`config.mk`:
```
export PLATFORM = sky130hd
export DESIGN_NAME = touch_and_button_event_tracker
export DESIGN_NICKNAME = d
export VERILOG_FILES = /design/src/design/tbet_pkg.sv /design/src/design/tbet_core.sv /design/src/design/touch_and_button_event_tracker.sv
export SDC_FILE = /design/constraint.sdc
export NUM_CORES = 1
export LEC_CHECK = 0
export BUFFER_PORTS_ARGS = -buffer_cell sky130_fd_sc_hd__buf_2
export CAP_MARGIN = 20
export CORE_MARGIN = 3
export CORE_UTILIZATION = 47
export DETAILED_ROUTE_END_ITERATION = 12
export PLACE_DENSITY = 0.65
export SLEW_MARGIN = 0
export SYNTH_ARGS = -nofsm -noshare
export SYNTH_HDL_FRONTEND = slang
export SYNTH_HIERARCHICAL = 1
export SYNTH_SLANG_ARGS = --single-unit
```
`constraint.sdc`:
```
create_clock -name clk -period 8 [get_ports clk]
set_input_delay 0.4 -clock clk [delete_from_list [all_inputs] [get_ports clk]]
set_output_delay 0.4 -clock clk [all_outputs]
set_load 0.1 [all_outputs]
```
`src/design/tbet_pkg.sv`:
```
package tbet_pkg;

    localparam int POS_W     = 16;
    localparam int TIME_W    = 32;
    localparam int BUTTON_W  = 4;
    localparam int MODE_W    = 3;
    localparam int MASK_W    = 4;
    localparam int DZ_W      = 15;
    localparam int ORIENT_W  = 2;
    localparam int CFG_IDX_W = 1;
    localparam int SIGN_W    = 2;

    localparam logic [MODE_W-1:0] MODE_FRAME_START = 3'd0;
    localparam logic [MODE_W-1:0] MODE_TOUCH_DOWN  = 3'd1;
    localparam logic [MODE_W-1:0] MODE_TOUCH_MOVE  = 3'd2;
    localparam logic [MODE_W-1:0] MODE_TOUCH_UP    = 3'd3;
    localparam logic [MODE_W-1:0] MODE_BUTTON_DOWN = 3'd4;
    localparam logic [MODE_W-1:0] MODE_BUTTON_UP   = 3'd5;

    localparam logic [CFG_IDX_W-1:0] CFG_ORIENTATION = 1'b0;
    localparam logic [CFG_IDX_W-1:0] CFG_DEAD_ZONE   = 1'b1;

    localparam logic [ORIENT_W-1:0] ORIENT_RIGHT  = 2'd0;
    localparam logic [ORIENT_W-1:0] ORIENT_TOP    = 2'd1;
    localparam logic [ORIENT_W-1:0] ORIENT_BOTTOM = 2'd2;
    localparam logic [ORIENT_W-1:0] ORIENT_LEFT   = 2'd3;

    localparam int BTN_UP   = 1;
    localparam int BTN_DOWN = 3;

    localparam logic [ORIENT_W-1:0] ORIENT_RESET = ORIENT_RIGHT;
    localparam logic [DZ_W-1:0]     DZ_RESET     = 15'd8;

    localparam logic signed [SIGN_W-1:0] SIGN_NONE = 2'sb00;
    localparam logic signed [SIGN_W-1:0] SIGN_POS  = 2'sb01;
    localparam logic signed [SIGN_W-1:0] SIGN_NEG  = 2'sb11;

    typedef struct packed {
        logic [MODE_W-1:0]          mode;
        logic signed [POS_W-1:0]    pos_x;
        logic signed [POS_W-1:0]    pos_y;
        logic [BUTTON_W-1:0]        button;
        logic [TIME_W-1:0]          time_ms;
    } event_t;

    typedef struct packed {
        logic [MASK_W-1:0]          held_mask;
        logic [MASK_W-1:0]          pressed_mask;
        logic [MASK_W-1:0]          released_mask;
        logic                       touch_active;
        logic                       touch_tap;
        logic signed [POS_W-1:0]    touch_x;
        logic signed [POS_W-1:0]    touch_y;
        logic signed [SIGN_W-1:0]   drag_x;
        logic signed [SIGN_W-1:0]   drag_y;
        logic signed [SIGN_W-1:0]   axis_held;
        logic signed [SIGN_W-1:0]   axis_pressed;
        logic [TIME_W-1:0]          held_time;
    } result_t;

endpackage

```
`src/design/tbet_core.sv`:
```
module tbet_core #(
    parameter int BUTTON_COUNT = 4
) (
    input  logic                              clk,
    input  logic                              rst_n,
    input  logic                              cfg_we,
    input  logic [tbet_pkg::CFG_IDX_W-1:0]    cfg_index,
    input  logic [tbet_pkg::DZ_W-1:0]         cfg_data,
    input  logic                              step,
    input  tbet_pkg::event_t                  item,
    output tbet_pkg::result_t                 result
);

    logic [tbet_pkg::ORIENT_W-1:0]        orient_reg;
    logic [tbet_pkg::DZ_W-1:0]            dz_reg;

    logic [BUTTON_COUNT-1:0]              held_reg,     held_next;
    logic [BUTTON_COUNT-1:0]              pressed_reg,  pressed_next;
    logic [BUTTON_COUNT-1:0]              released_reg, released_next;
    logic [tbet_pkg::TIME_W-1:0]          stamp_reg  [BUTTON_COUNT];
    logic [tbet_pkg::TIME_W-1:0]          stamp_next [BUTTON_COUNT];

    logic                                 down_reg, down_next;
    logic                                 tap_reg,  tap_next;
    logic signed [tbet_pkg::POS_W-1:0]    origin_x_reg, origin_x_next;
    logic signed [tbet_pkg::POS_W-1:0]    origin_y_reg, origin_y_next;
    logic signed [tbet_pkg::POS_W-1:0]    last_x_reg,   last_x_next;
    logic signed [tbet_pkg::POS_W-1:0]    last_y_reg,   last_y_next;
    logic signed [tbet_pkg::SIGN_W-1:0]   drag_x_reg,   drag_x_next;
    logic signed [tbet_pkg::SIGN_W-1:0]   drag_y_reg,   drag_y_next;

    always_ff @(posedge clk or negedge rst_n)
    begin
        if (!rst_n)
        begin
            orient_reg <= tbet_pkg::ORIENT_RESET;
            dz_reg     <= tbet_pkg::DZ_RESET;
        end
        else if (cfg_we)
        begin
            unique case (cfg_index)
                tbet_pkg::CFG_ORIENTATION: orient_reg <= cfg_data[tbet_pkg::ORIENT_W-1:0];
                tbet_pkg::CFG_DEAD_ZONE:   dz_reg     <= cfg_data;
                default:                   orient_reg <= orient_reg;
            endcase
        end
    end

    // Button flags and press stamps.
    always_comb
    begin
        held_next     = held_reg;
        pressed_next  = pressed_reg;
        released_next = released_reg;
        for (int i = 0; i < BUTTON_COUNT; i++)
        begin
            stamp_next[i] = stamp_reg[i];
        end
        if (item.mode == tbet_pkg::MODE_FRAME_START)
        begin
            pressed_next  = '0;
            released_next = '0;
        end
        for (int i = 0; i < BUTTON_COUNT; i++)
        begin
            if (item.button == tbet_pkg::BUTTON_W'(i))
            begin
                if (item.mode == tbet_pkg::MODE_BUTTON_DOWN)
                begin
                    if (!held_reg[i])
                    begin
                        stamp_next[i] = item.time_ms;
                    end
                    held_next[i]    = 1'b1;
                    pressed_next[i] = 1'b1;
                end
                else if (item.mode == tbet_pkg::MODE_BUTTON_UP)
                begin
                    held_next[i]     = 1'b0;
                    released_next[i] = 1'b1;
                    stamp_next[i]    = '0;
                end
            end
        end
    end

    // Touch tracking and drag detection.
    always_comb
    begin
        logic signed [tbet_pkg::POS_W-1:0] dx;
        logic signed [tbet_pkg::POS_W-1:0] dy;
        logic signed [tbet_pkg::POS_W-1:0] rx;
        logic signed [tbet_pkg::POS_W-1:0] ry;
        logic signed [tbet_pkg::POS_W-1:0] ax;
        logic signed [tbet_pkg::POS_W-1:0] ay;
        logic signed [tbet_pkg::POS_W-1:0] dz;
        logic signed [tbet_pkg::SIGN_W-1:0] sx;
        logic signed [tbet_pkg::SIGN_W-1:0] sy;

        down_next     = down_reg;
        tap_next      = tap_reg;
        origin_x_next = origin_x_reg;
        origin_y_next = origin_y_reg;
        last_x_next   = last_x_reg;
        last_y_next   = last_y_reg;
        drag_x_next   = drag_x_reg;
        drag_y_next   = drag_y_reg;

        dx = item.pos_x - origin_x_reg;
        dy = item.pos_y - origin_y_reg;
        case (orient_reg)
            tbet_pkg::ORIENT_TOP:
            begin
                rx = dy;
                ry = -dx;
            end
            tbet_pkg::ORIENT_BOTTOM:
            begin
                rx = -dy;
                ry = dx;
            end
            tbet_pkg::ORIENT_LEFT:
            begin
                rx = -dx;
                ry = -dy;
            end
            default:
            begin
                rx = dx;
                ry = dy;
            end
        endcase
        ax = rx[tbet_pkg::POS_W-1] ? -rx : rx;
        ay = ry[tbet_pkg::POS_W-1] ? -ry : ry;
        dz = signed'({1'b0, dz_reg});

        if (ax < dz && ay < dz)
        begin
            sx = tbet_pkg::SIGN_NONE;
            sy = tbet_pkg::SIGN_NONE;
        end
        else if (ax > ay)
        begin
            sx = (rx > 16'sd0) ? tbet_pkg::SIGN_POS : tbet_pkg::SIGN_NEG;
            sy = tbet_pkg::SIGN_NONE;
        end
        else
        begin
            sx = tbet_pkg::SIGN_NONE;
            sy = (ry > 16'sd0) ? tbet_pkg::SIGN_POS : tbet_pkg::SIGN_NEG;
        end

        if (!down_reg && item.mode == tbet_pkg::MODE_TOUCH_DOWN)
        begin
            down_next     = 1'b1;
            origin_x_next = item.pos_x;
            origin_y_next = item.pos_y;
            last_x_next   = item.pos_x;
            last_y_next   = item.pos_y;
            drag_x_next   = tbet_pkg::SIGN_NONE;
            drag_y_next   = tbet_pkg::SIGN_NONE;
        end
        else if (down_reg && (item.mode == tbet_pkg::MODE_TOUCH_MOVE
                              || item.mode == tbet_pkg::MODE_TOUCH_UP))
        begin
            last_x_next = item.pos_x;
            last_y_next = item.pos_y;
            drag_x_next = sx;
            drag_y_next = sy;
            if (item.mode == tbet_pkg::MODE_TOUCH_UP)
            begin
                if (sx == tbet_pkg::SIGN_NONE && sy == tbet_pkg::SIGN_NONE)
                begin
                    tap_next = 1'b1;
                end
                down_next   = 1'b0;
                drag_x_next = tbet_pkg::SIGN_NONE;
                drag_y_next = tbet_pkg::SIGN_NONE;
            end
        end
        else if (item.mode == tbet_pkg::MODE_FRAME_START)
        begin
            tap_next = 1'b0;
        end
    end

    always_ff @(posedge clk or negedge rst_n)
    begin
        if (!rst_n)
        begin
            held_reg     <= '0;
            pressed_reg  <= '0;
            released_reg <= '0;
            for (int i = 0; i < BUTTON_COUNT; i++)
            begin
                stamp_reg[i] <= '0;
            end
            down_reg     <= 1'b0;
            tap_reg      <= 1'b0;
            origin_x_reg <= '0;
            origin_y_reg <= '0;
            last_x_reg   <= '0;
            last_y_reg   <= '0;
            drag_x_reg   <= tbet_pkg::SIGN_NONE;
            drag_y_reg   <= tbet_pkg::SIGN_NONE;
        end
        else if (step)
        begin
            held_reg     <= held_next;
            pressed_reg  <= pressed_next;
            released_reg <= released_next;
            for (int i = 0; i < BUTTON_COUNT; i++)
            begin
                stamp_reg[i] <= stamp_next[i];
            end
            down_reg     <= down_next;
            tap_reg      <= tap_next;
            origin_x_reg <= origin_x_next;
            origin_y_reg <= origin_y_next;
            last_x_reg   <= last_x_next;
            last_y_reg   <= last_y_next;
            drag_x_reg   <= drag_x_next;
            drag_y_reg   <= drag_y_next;
        end
    end

    // The result shows the state as it stands after the item.
    always_comb
    begin
        logic                          sel_held;
        logic [tbet_pkg::TIME_W-1:0]   sel_stamp;
        logic                          near_held;
        logic                          far_held;
        logic                          near_pressed;
        logic                          far_pressed;

        sel_held  = 1'b0;
        sel_stamp = '0;
        for (int i = 0; i < BUTTON_COUNT; i++)
        begin
            if (item.button == tbet_pkg::BUTTON_W'(i))
            begin
                sel_held  = held_next[i];
                sel_stamp = stamp_next[i];
            end
        end

        if (orient_reg < tbet_pkg::ORIENT_BOTTOM)
        begin
            near_held    = held_next[tbet_pkg::BTN_UP];
            far_held     = held_next[tbet_pkg::BTN_DOWN];
            near_pressed = pressed_next[tbet_pkg::BTN_UP];
            far_pressed  = pressed_next[tbet_pkg::BTN_DOWN];
        end
        else
        begin
            near_held    = held_next[tbet_pkg::BTN_DOWN];
            far_held     = held_next[tbet_pkg::BTN_UP];
            near_pressed = pressed_next[tbet_pkg::BTN_DOWN];
            far_pressed  = pressed_next[tbet_pkg::BTN_UP];
        end

        result.held_mask     = held_next[tbet_pkg::MASK_W-1:0];
        result.pressed_mask  = pressed_next[tbet_pkg::MASK_W-1:0];
        result.released_mask = released_next[tbet_pkg::MASK_W-1:0];
        result.touch_active  = down_next;
        result.touch_tap     = tap_next;
        result.touch_x       = last_x_next;
        result.touch_y       = last_y_next;
        result.drag_x        = drag_x_next;
        result.drag_y        = drag_y_next;
        result.axis_held     = signed'({1'b0, far_held} - {1'b0, near_held});
        result.axis_pressed  = signed'({1'b0, far_pressed} - {1'b0, near_pressed});
        result.held_time     = sel_held ? (item.time_ms - sel_stamp) : '0;
    end

endmodule

```
`src/design/touch_and_button_event_tracker.sv`:
```
// Touch and button event tracker. Each accepted input transaction is one event (the
// mode in s_tuser) and produces exactly one output transaction with the button
// masks, touch position, drag signs, cluster axis and held time as they stand
// after that event. The block takes one event per clock cycle while the output is
// not stalled: an event sits in the input register while the tracker logic computes
// the new state and the result, which is loaded into the output register, so
// back-pressure on the output stalls the input only when both registers are full.
// Configuration writes are accepted in every cycle and must
// be issued only while no event is in flight.
module touch_and_button_event_tracker #(
    parameter int BUTTON_COUNT = 4
) (
    input  logic                              clk,
    input  logic                              rst_n,

    input  logic                              cfg_valid,
    output logic                              cfg_ready,
    input  logic [tbet_pkg::CFG_IDX_W-1:0]    cfg_index,
    input  logic [tbet_pkg::DZ_W-1:0]         cfg_data,

    input  logic                              s_tvalid,
    output logic                              s_tready,
    input  logic [71:0]                       s_tdata,   // pos_x, pos_y, button, time_ms
    input  logic [2:0]                        s_tuser,   // mode

    output logic                              m_tvalid,
    input  logic                              m_tready,
    // held_mask, pressed_mask, released_mask, touch_active, touch_tap, touch_x,
    // touch_y, drag_x, drag_y, axis_held, axis_pressed, held_time
    output logic [87:0]                       m_tdata
);

    logic                in_valid_reg, in_valid_next;
    tbet_pkg::event_t    in_item_reg;
    logic                out_valid_reg, out_valid_next;
    tbet_pkg::result_t   out_res_reg;
    tbet_pkg::result_t   core_res;
    logic                out_load;
    logic                in_take;

    assign cfg_ready = 1'b1;
    assign out_load  = in_valid_reg && (!out_valid_reg || m_tready);
    assign s_tready  = !in_valid_reg || out_load;
    assign in_take   = s_tvalid && s_tready;

    always_comb
    begin
        in_valid_next = in_valid_reg;
        if (in_take)
        begin
            in_valid_next = 1'b1;
        end
        else if (out_load)
        begin
            in_valid_next = 1'b0;
        end

        out_valid_next = out_valid_reg;
        if (out_load)
        begin
            out_valid_next = 1'b1;
        end
        else if (m_tready)
        begin
            out_valid_next = 1'b0;
        end
    end

    always_ff @(posedge clk or negedge rst_n)
    begin
        if (!rst_n)
        begin
            in_valid_reg  <= 1'b0;
            out_valid_reg <= 1'b0;
        end
        else
        begin
            in_valid_reg  <= in_valid_next;
            out_valid_reg <= out_valid_next;
        end
    end

    always_ff @(posedge clk)
    begin
        if (in_take)
        begin
            in_item_reg.mode    <= s_tuser;
            in_item_reg.pos_x   <= signed'(s_tdata[15:0]);
            in_item_reg.pos_y   <= signed'(s_tdata[31:16]);
            in_item_reg.button  <= s_tdata[35:32];
            in_item_reg.time_ms <= s_tdata[67:36];
        end
        if (out_load)
        begin
            out_res_reg <= core_res;
        end
    end

    tbet_core #(
        .BUTTON_COUNT (BUTTON_COUNT)
    ) u_core (
        .clk       (clk),
        .rst_n     (rst_n),
        .cfg_we    (cfg_valid && cfg_ready),
        .cfg_index (cfg_index),
        .cfg_data  (cfg_data),
        .step      (out_load),
        .item      (in_item_reg),
        .result    (core_res)
    );

    assign m_tvalid = out_valid_reg;
    assign m_tdata  = {2'b00,
                       out_res_reg.held_time,
                       out_res_reg.axis_pressed,
                       out_res_reg.axis_held,
                       out_res_reg.drag_y,
                       out_res_reg.drag_x,
                       out_res_reg.touch_y,
                       out_res_reg.touch_x,
                       out_res_reg.touch_tap,
                       out_res_reg.touch_active,
                       out_res_reg.released_mask,
                       out_res_reg.pressed_mask,
                       out_res_reg.held_mask};

endmodule
```
---- Yosys cells after proc, flatten, opt, wreduce, memory -nomap -nowiden ----
Cells that the tools add are included.
Widths: inputs -> output; s select.
storage, ports and cells
  register bits ........................... 386
  output and inout bits ................... 91
  word-level logic and storage cells ...... 178
operators by class
  add/sub/neg operators ................... 9
  $lt $le $gt $ge ......................... 6
  equal/unequal tests ..................... 11
  muxes and demuxes ....................... 94
  bitwise operators ....................... 1
  reduce and logical (&&, ||, !) cells .... 21
operators by type and width
  kind                 number
  $mux 32              20
  $mux 16              6
  $pmux 16 s3          2
  $neg 16->16          4
  $mux 1               52
  $gt 16x1->1 const B  2
  $lt 16x16->1         2
  $sub 16x16->16       2
  $sub 32x32->32       1
  $mux 2               12
  $gt 16x16->1         1
  $eq 4x2->1 const B   2
  $mux 4               2
  $eq 3x2->1 const B   2
  $eq 3x3->1 const B   2
  $logic_and 1x1->1    6
  $reduce_and 2->1     3
  $eq 2x2->1 const B   2
  $eq 4x1->1 const B   1
  $logic_not 2->1      2
  $logic_not 4->1      1
  $reduce_bool 2->1    2
  $sub 1x1->2          2
  $eq 3x1->1 const B   1
  other kinds (6)      10

---- Depth between registers and ports, before layout ----
  word-level depth ........................ 14
  gate-level depth with buffers ........... 30
  mapped depth without buffers ............ 29

---- By module ----
The synthesis kept the hierarchy.
by module, submodules not included
  module                          instances  cells each  area an instance (µm²)  sequential area each (µm²)
  tbet_core                       1          2153        18048.6                 5681.7
  touch_and_button_event_tracker  1          170         4848.4                  4764.6

---- Worst setup path before layout ----
No wires, ideal clock.
  path kind ............................... reg2reg
  from .................................... reg in_item_reg[52] (netlist bit)
  to ...................................... reg out_res_reg (netlist bit m_tdata[47]) (data pin)
  setup time .............................. 0.133 ns
  arrival time ............................ 6.497 ns
  data required time ...................... 7.867 ns
  slack ................................... 1.370 ns
  cell stages (with the launch flop) ...... 30
  buffers on the path ..................... 1
  clock period less this slack ............ 6.630 ns
  cells stage by stage .................... edfxtp_1 > inv_1 > ha_1 > inv_1 > fa_1 > a211o_1 > a21o_1 > a311o_1 > or4_4 > nor2_1 > nand4_1 > nor3_1 > xnor2_1 > o31ai_1 > clkbuf_1 > nor2_1 > a21oi_1 > ha_1 > nor2b_1 > o21a_1 > o21a_1 > o21a_1 > o21a_1 > o21a_1 > o21a_1 > o21ai_0 > a21oi_1 > or3_1 > a211oi_1 > a22o_1
RTL lines
  element               RTL line                              text
  from (decl)           touch_and_button_event_tracker.sv:34  tbet_pkg::event_t in_item_reg;
  to (signal assigned)  touch_and_button_event_tracker.sv:95  out_res_reg <= core_res;
  to (decl)             touch_and_button_event_tracker.sv:36  tbet_pkg::result_t out_res_reg;

==> results.yml <==
setup_path:
  startpoint_type: "flip-flop"
  crit_path_frequent_cell: "o21a_1"
  r2r_slack_ns: 0.70
  path_class: "reg -> reg"
  required_ns: 8.44
  slowest_delay_ns: 0.59
  cp_slowest_cell: "a2111oi_1"
  crit_path_end_kind: "flip-flop"
  arrival_ns: 7.74
  path_max_fanout: 4
logic_synthesis:
  async_flop_share: 0.5933
  synth_area_per_cell_sq_um: 9.857
  ys_types: 88
  synth_commonest_cells: "291 x nor2_1, 228 x dfrtp_1, 175 x a21oi_1, 166 x o21ai_0, 157 x edfxtp_1"
  yosysMostFrequentCell: "nor2_1"
  ys_seq_area_frac: 0.4562
  synth_largest_area_cell: "dfrtp_1"
  synth_edf_count: 157
  synth_ff_type: "dfrtp_1"
  ys_seq_elements: 386
  synth.area.top_cells: "dfrtp_1 25%, edfxtp_1 21%, ha_1 6.1%"
  yosysTopAreaCellShare: 0.2492
  netlist_area_sq_um: 22900
  yosysWarnings: 6
  synthCells: 2323
finish:
  largest_reg_flops: 128
  layout.nets: 2729
  antenna_cells: 0
  n_fill_cell: 4175
  drive_gt1_frac: 0.1618
  area_growth_pct: 15.26
floorplanning:
  pin_count: 187
  coreArea_sq_um: 47950
  die_area_sq_um: 51400
  initial_core_util: 0.4776
  fp-row-count: 80
  die_w_microns: 226.7
  dieHeight_microns: 226.7
sta:
  hold_violations: 0
  min_period_ns: 7.304
  setup_ws_ns: 0.6961
  min_period_over_period: 0.9130
  fmax_mhz: 136.9
  finalSetupTns_ns: 0
  maxSlewViolCount: 0
  tightest_slew_ns: 1.150
  finalSetupViolCount: 0
  grt_setup_unrepaired: "false"
  finClkSkew_ns: 0.02545
  max-slew-margin-rel: 0.2332
run:
  maxCapViolCount: 0
clock_tree:
  cts.sinks: 386
  insertion_delay_ns: 0.59
  cts_root_buf: "clkbuf_16"
  cts_tree: "built"
  cts_setup_buffers: 0
  clockBufferDepth: 3
  cts_buffers: 43
  htree_levels: 2
  clkTransAtPathRegs_ns: 0.06
detailed_routing:
  dr.first_iter.drc_count: 1631
  wl_mm: 65.76
  detail-route-antenna-nets: 0
  drt-pass1-iter-count: 6
  drc: 0
  wl_per_cell_microns: 20.76
  dr_total_vias: 19310
  vias_per_cell: 6.096
status:
  status: "complete, no violations"
global_routing:
  grt_overflow: 0
  antenna_found_initial: 0
  track_usage: 0.2523
  grt_pass1_wl_mm: 102.7
  grt_start_max_net_pins: 136
  first_global_vias: 18570
power:
  leakage_nw: 10.99
  ir_drop_v: 0.0001935
  p_per_area_nw_per_um2: 342.7
  finalPower_w: 0.009045
placement:
  gp_congestion: 0.9095
  dp_worst_setup_slack_ns: 0.4368
  portBuffers: 179
  dp_hpwl_mm: 44.25
worst_hold_path:
  min_path_type: "in -> reg"
-- area by class of cell --
class,count,area (sq um),share of cell area
clock inverter,20,201.4,0.007633
multi-input combinational,1699,11580,0.4387
clock buffer,59,1136,0.04305
timing repair buffer,283,1862,0.07055
tap,615,769.5,0.02916
inverter,106,397.9,0.01508
sequential,386,10450,0.3958
-- worst paths after layout --
check                                      from                    to  depth (start not counted)
max in group asynchronous                 rst_n  u_core/stamp_reg[44]                          3
min in group asynchronous                 rst_n  u_core/last_y_reg[7]                          2
min reg2reg                u_core/drag_y_reg[0]  u_core/drag_y_reg[0]                          2
max reg2reg                     in_item_reg[36]           m_tdata[47]                         29
max                             in_item_reg[36]           m_tdata[47]                         29
min                                 s_tdata[47]       in_item_reg[11]                          1
-- report_power, final --
group | internal [W] | switching, W | leakage (nW)
combinational | 0.00169 | 0.00282 | 5.93
sequential | 0.00242 | 0.000203 | 4.41
clock | 0.00107 | 0.000838 | 0.645
-- what timing repair did --
| item | in CTS | in global routing |
|---|---|---|
| hold buffers | 65 | 0 |
| endpoints found under the setup margin | 0 | 4 |
| resized for setup | 0 | 2 |
| hold endpoints to repair | 158 | 0 |
-- worst max-delay path, delay by kind of cell (launching register included) --
family          cells  cell delay (ns)
compound gates     18             4.51
simple gates        5             1.16
fa+ha+maj           3             0.92
flops               1             0.36
buf+inv             3             0.24
-- kinds of logic after synthesis --
logic type	Yosys count	share of synthesized area
flip-flops	386	0.4562
AND/OR/NAND/NOR	658	0.1322
XOR/XNOR	98	0.03749
buffers and inverters	239	0.04060
AO/OA/AOI/OAI	704	0.2039
multiplexers	122	0.06596
adder cells (fa/ha/maj)	114	0.06328
other	2	0.0003280
-- through the flow --
stage          std cells  instance area (sq um)    util  hold WS (ns)
5_1_grt             3168                  26390  0.5504       0.02199
3_5_place_dp        3024                  24390  0.5088        0.4621
6_report            3168                  26390  0.5504       0.03729
4_1_cts             3168                  26380  0.5503       0.01095
2_1_floorplan       2324                  22900       -        0.1044
3_3_place_gp        3024                  24390  0.5088        0.4467
-- metal layers --
metal	vias up	global-route usage	wire length (microns)
met5	-	0	0
met4	0	0.07721	1652
met3	107	0.03185	4442
met2	772	0.3818	28780
met1	9455	0.3780	30890
li1	8977	-	-
-- placed cells by master, fill, tap and decap left out, types with 17 or more instances in the layout --
cell type      instances
nor2_1               290
dfrtp_1              228
buf_2                178
a21oi_1              174
o21ai_0              165
edfxtp_1             157
nand2_1              139
ha_1                 111
inv_1                103
mux2_2                91
dlygate4sd3_1         65
xnor2_1               65
a22oi_1               59
a22o_1                59
nand3_1               47
clkbuf_16             43
buf_4                 38
xor2_1                33
a221oi_1              30
nor3_1                27
a21o_1                27
o221ai_1              27
o21a_1                21
nor2b_1               20
and3_1                18
nand2b_1              17
mux2i_1               17
Power figures use the tool's default switching activity.
